**src/rtl/core/hha_pkg.sv**
```systemverilog
// Shared constants, codes and controller/datapath handshake structs for the
// hashed handle allocator. No dependencies; imported by every module of the block.

package hha_pkg;

    // Table geometry and field widths
    localparam int SLOTS    = 256;
    localparam int CTX_BITS = 32;
    localparam int SLOT_W   = $clog2(SLOTS);
    localparam int HANDLE_W = 24;
    localparam int CTX_W    = 32;
    localparam int OP_W     = 2;
    localparam int ST_W     = 2;
    localparam int NH_W     = HANDLE_W + 1;
    localparam int TDATA_W  = ((HANDLE_W + CTX_W + 7) / 8) * 8;

    localparam logic [HANDLE_W-1:0] HANDLE_LIMIT = '1;

    // Operation codes carried on the slave tuser
    localparam logic [OP_W-1:0] OP_REGISTER = 2'd0;
    localparam logic [OP_W-1:0] OP_RETIRE   = 2'd1;
    localparam logic [OP_W-1:0] OP_LOOKUP   = 2'd2;

    // Status codes carried on the master tuser
    localparam logic [ST_W-1:0] ST_OK     = 2'd0;
    localparam logic [ST_W-1:0] ST_ABSENT = 2'd1;
    localparam logic [ST_W-1:0] ST_FULL   = 2'd2;

    // Commands from the controller to the datapath
    typedef struct packed {
        logic load;      // capture the accepted transaction, start the table read
        logic check;     // compare the read entry for retire and lookup
        logic probe;     // test one slot for a register request
        logic out_load;  // move the finished result into the output register
    } t_cmd;

    // Status from the datapath to the controller
    typedef struct packed {
        logic is_reg;      // incoming transaction is a register request
        logic probe_done;  // empty slot found or last slot probed
        logic out_free;    // output register can take a result this cycle
    } t_sts;

endpackage

```
**src/rtl/core/hha_ctrl.sv**
```systemverilog
// Sequencing state machine of the hashed handle allocator.
// Depends on hha_pkg for the command and status structs.

module hha_ctrl (
    input  logic          i_clk,
    input  logic          i_rst_n,
    input  logic          i_s_tvalid,
    output logic          o_s_tready,
    input  hha_pkg::t_sts i_sts,
    output hha_pkg::t_cmd o_cmd
);
    import hha_pkg::*;

    typedef enum logic [3:0] {
        S_IDLE  = 4'b0001,
        S_CHECK = 4'b0010,
        S_PROBE = 4'b0100,
        S_DONE  = 4'b1000
    } t_state;

    t_state r_state;
    t_state n_state;

    always_ff @(posedge i_clk) begin
        if (!i_rst_n) begin
            r_state <= S_IDLE;
        end else begin
            r_state <= n_state;
        end
    end

    always_comb begin
        n_state    = r_state;
        o_cmd      = '0;
        o_s_tready = 1'b0;
        case (r_state)
            S_IDLE: begin
                o_s_tready = 1'b1;
                if (i_s_tvalid) begin
                    o_cmd.load = 1'b1;
                    n_state    = i_sts.is_reg ? S_PROBE : S_CHECK;
                end
            end
            S_CHECK: begin
                o_cmd.check = 1'b1;
                n_state     = S_DONE;
            end
            S_PROBE: begin
                o_cmd.probe = 1'b1;
                if (i_sts.probe_done) begin
                    n_state = S_DONE;
                end
            end
            S_DONE: begin
                if (i_sts.out_free) begin
                    o_cmd.out_load = 1'b1;
                    n_state        = S_IDLE;
                end
            end
            default: begin
                n_state = S_IDLE;
            end
        endcase
    end

endmodule

```
**config.mk**
```make
export PLATFORM = sky130hd
export DESIGN_NAME = hha_ctrl
export DESIGN_NICKNAME = d
export VERILOG_FILES = /design/src/rtl/core/hha_pkg.sv /design/src/rtl/core/hha_ctrl.sv
export SDC_FILE = /design/constraint.sdc
export NUM_CORES = 1
export LEC_CHECK = 0
export BUFFER_PORTS_ARGS = -buffer_cell sky130_fd_sc_hd__buf_2
export CORE_AREA = 2 2 39 41
export DETAILED_ROUTE_END_ITERATION = 16
export DIE_AREA = 0 0 41 43
export PLACE_DENSITY = 0.51
export SLEW_MARGIN = 15
export SYNTH_ARGS = -nofsm -noshare
export SYNTH_HDL_FRONTEND = slang
export SYNTH_SLANG_ARGS = --single-unit
```
**constraint.sdc**
```tcl
create_clock -name i_clk -period 1.53 [get_ports i_clk]
set_input_delay 0.0765 -clock i_clk [delete_from_list [all_inputs] [get_ports i_clk]]
set_output_delay 0.0765 -clock i_clk [all_outputs]
set_load 0.02 [all_outputs]
```
==> results.tsv <==
metric	value	unit
cts_setup_buffers	0	
cts_buffers	3	
status	completed	
layout_setup_ws	110	ps
cap_violations	0	
drive_gt1_share	51.3	%
cts_tree	built	
cts.sinks	4	
hold_viol	0	
ios	11	
area_growth	23.9	%
holdBufCountCts	0	
insertion_delay	240	ps
worstPathRequired	1450	ps
tightestPinTransition	395	ps
drtIter0Drc	6	
cts.clk_slew.worst_paths	40	ps
cts_resized	0	
dr.pass1.iters	4	
critical_path_class	reg2out	
synth_nets	34	
rows	14	
p_leak	0.155	nW
routed_wl	568	um
crit_path_max_fanout	8	
antenna_left	0	
period_minus_slack	1420	ps
place_worst_setup_slack	323	ps
finalCritPeriodShare	92.8	%
syn_inst	28	
timing.final.max_slew_violations	0	
grt.total_usage	9.33	%
antenna_found_initial	0	
grt_max_degree	11	
die_area	1760	um2
rsz0062_at_grt	false	
final_cell_mix	10 x buf_2, 4 x dfxtp_1, 3 x nor4b_2, 3 x clkbuf_4	
post_drt_wl_per_cell	10.3	um
htree_num_levels	1	
final_area	363	um2
peakVddDrop	0.462	mV
ys_seq_area_share	27.4	%
core-area	1380	um2
worst_setup_path_end_kind	output pin	
crit_arrival	1340	ps
drc_errors	0	
critPathLaunchType	flip-flop	
top_regs	r_state (4)	
grt_pass1_wl	1070	um
final_common_cell	buf_2	
largest_reg_flops	4	
power_density	866	nW/um2
clock-root-buffer	clkbuf_4	
hpwl	436	um
routabilityCongestion	0.642	
relSlewSlack	73.6	%
fp.dieH	43	um
fmax	0.704	GHz
num_vias	262	
skew	2.12	ps
cts_buffer_depth	2	
top_register	r_state	
port_buffers	10	
min_path_type	in2reg	
dpl_cell_area	340	um2
tns	0	ps
r2r_slack	300	ps
ys_warn_count	0	
nets	47	
synth.distinct_cells	20	
finalSetupViolCount	0	
viasPerCell	4.76	
first_global_vias	241	
n_antenna_cell	0	
ys_ff_latch	4	
netlist_area	293	um2
die_width	41	um
grt_remaining_overflow	0	
start_util	21.2	%
syn_area_per_cell	10.5	um2
hold_ws	22.6	ps
==> through the flow <==
step           instances  power, mW  utilization [%]
6_report              55      0.314             26.2
5_1_grt               55      0.340             26.2
4_1_cts               55      0.322             26.2
3_5_place_dp          52      0.182             24.6
3_3_place_gp          52      0.183             24.6
2_1_floorplan         28      0.164                -
==> path summary, 6_finish.rpt <==
path / to / start / cells past startpoint
max: o_cmd[3] / r_state[0]$_SDFFE_PN1P_ / 4
min: r_state[1]$_SDFFE_PN0P_ / i_sts[2] / 2
max reg2reg: r_state[3]$_SDFFE_PN0P_ / r_state[3]$_SDFFE_PN0P_ / 3
min reg2reg: r_state[3]$_SDFFE_PN0P_ / r_state[0]$_SDFFE_PN1P_ / 1
==> final cells by class <==
type	instances	area, um2
Multi-Input combinational cell	21	186
Clock buffer	3	22.5
Tap cell	16	20.0
Sequential cell	4	80.1
Inverter	1	3.75
Timing Repair Buffer	10	50.0
Fill cell	161	1020
==> critical path: stages (launching register included) <==
cell,delay (ps)
dfxtp_1,490
nor4b_4,290
nand2_2,110
inv_1,60
buf_2,150
==> cell families (layout without fill, tap and decap cells) <==
family / count (synthesis) / in the layout / synth area share [%]
compound gates: 4 / 4 / 10.3
buf+inv: 3 / 14 / 8.97
flops: 4 / 4 / 27.4
simple gates: 17 / 17 / 53.4
==> report_power, final <==
| group | total (mW) | internal (mW) | switching (mW) |
|---|---|---|---|
| Combinational | 0.0558 | 0.0277 | 0.0281 |
| Clock | 0.135 | 0.0880 | 0.0474 |
| Sequential | 0.123 | 0.110 | 0.0132 |
==> synth_stat cells <==
master | count | area (um2)
and2b_1 | 1 | 7.51
and4b_2 | 1 | 11.3
buf_6 | 2 | 22.5
dfxtp_1 | 4 | 80.1
inv_1 | 1 | 3.75
nand2_1 | 2 | 7.51
nand2_2 | 1 | 6.26
nand2b_1 | 1 | 6.26
nor2_1 | 1 | 3.75
nor2b_1 | 1 | 6.26
nor3_1 | 2 | 10.0
nor3b_1 | 1 | 7.51
nor3b_2 | 1 | 12.5
nor4b_1 | 1 | 8.76
nor4b_2 | 3 | 45.0
nor4b_4 | 1 | 23.8
o21ai_0 | 1 | 5.00
o2bb2ai_1 | 1 | 8.76
o311ai_1 | 1 | 8.76
o31ai_1 | 1 | 7.51
==> metal layers <==
metal  track usage [%]  vias up  wire [um]
li1                  -      129          -
met1              11.5      123        250
met2              12.2       10        286
met3              7.85        0         32
met4              2.00        0          0
met5                 0        -          0
Note: power is estimated with default switching activity, not from simulation.
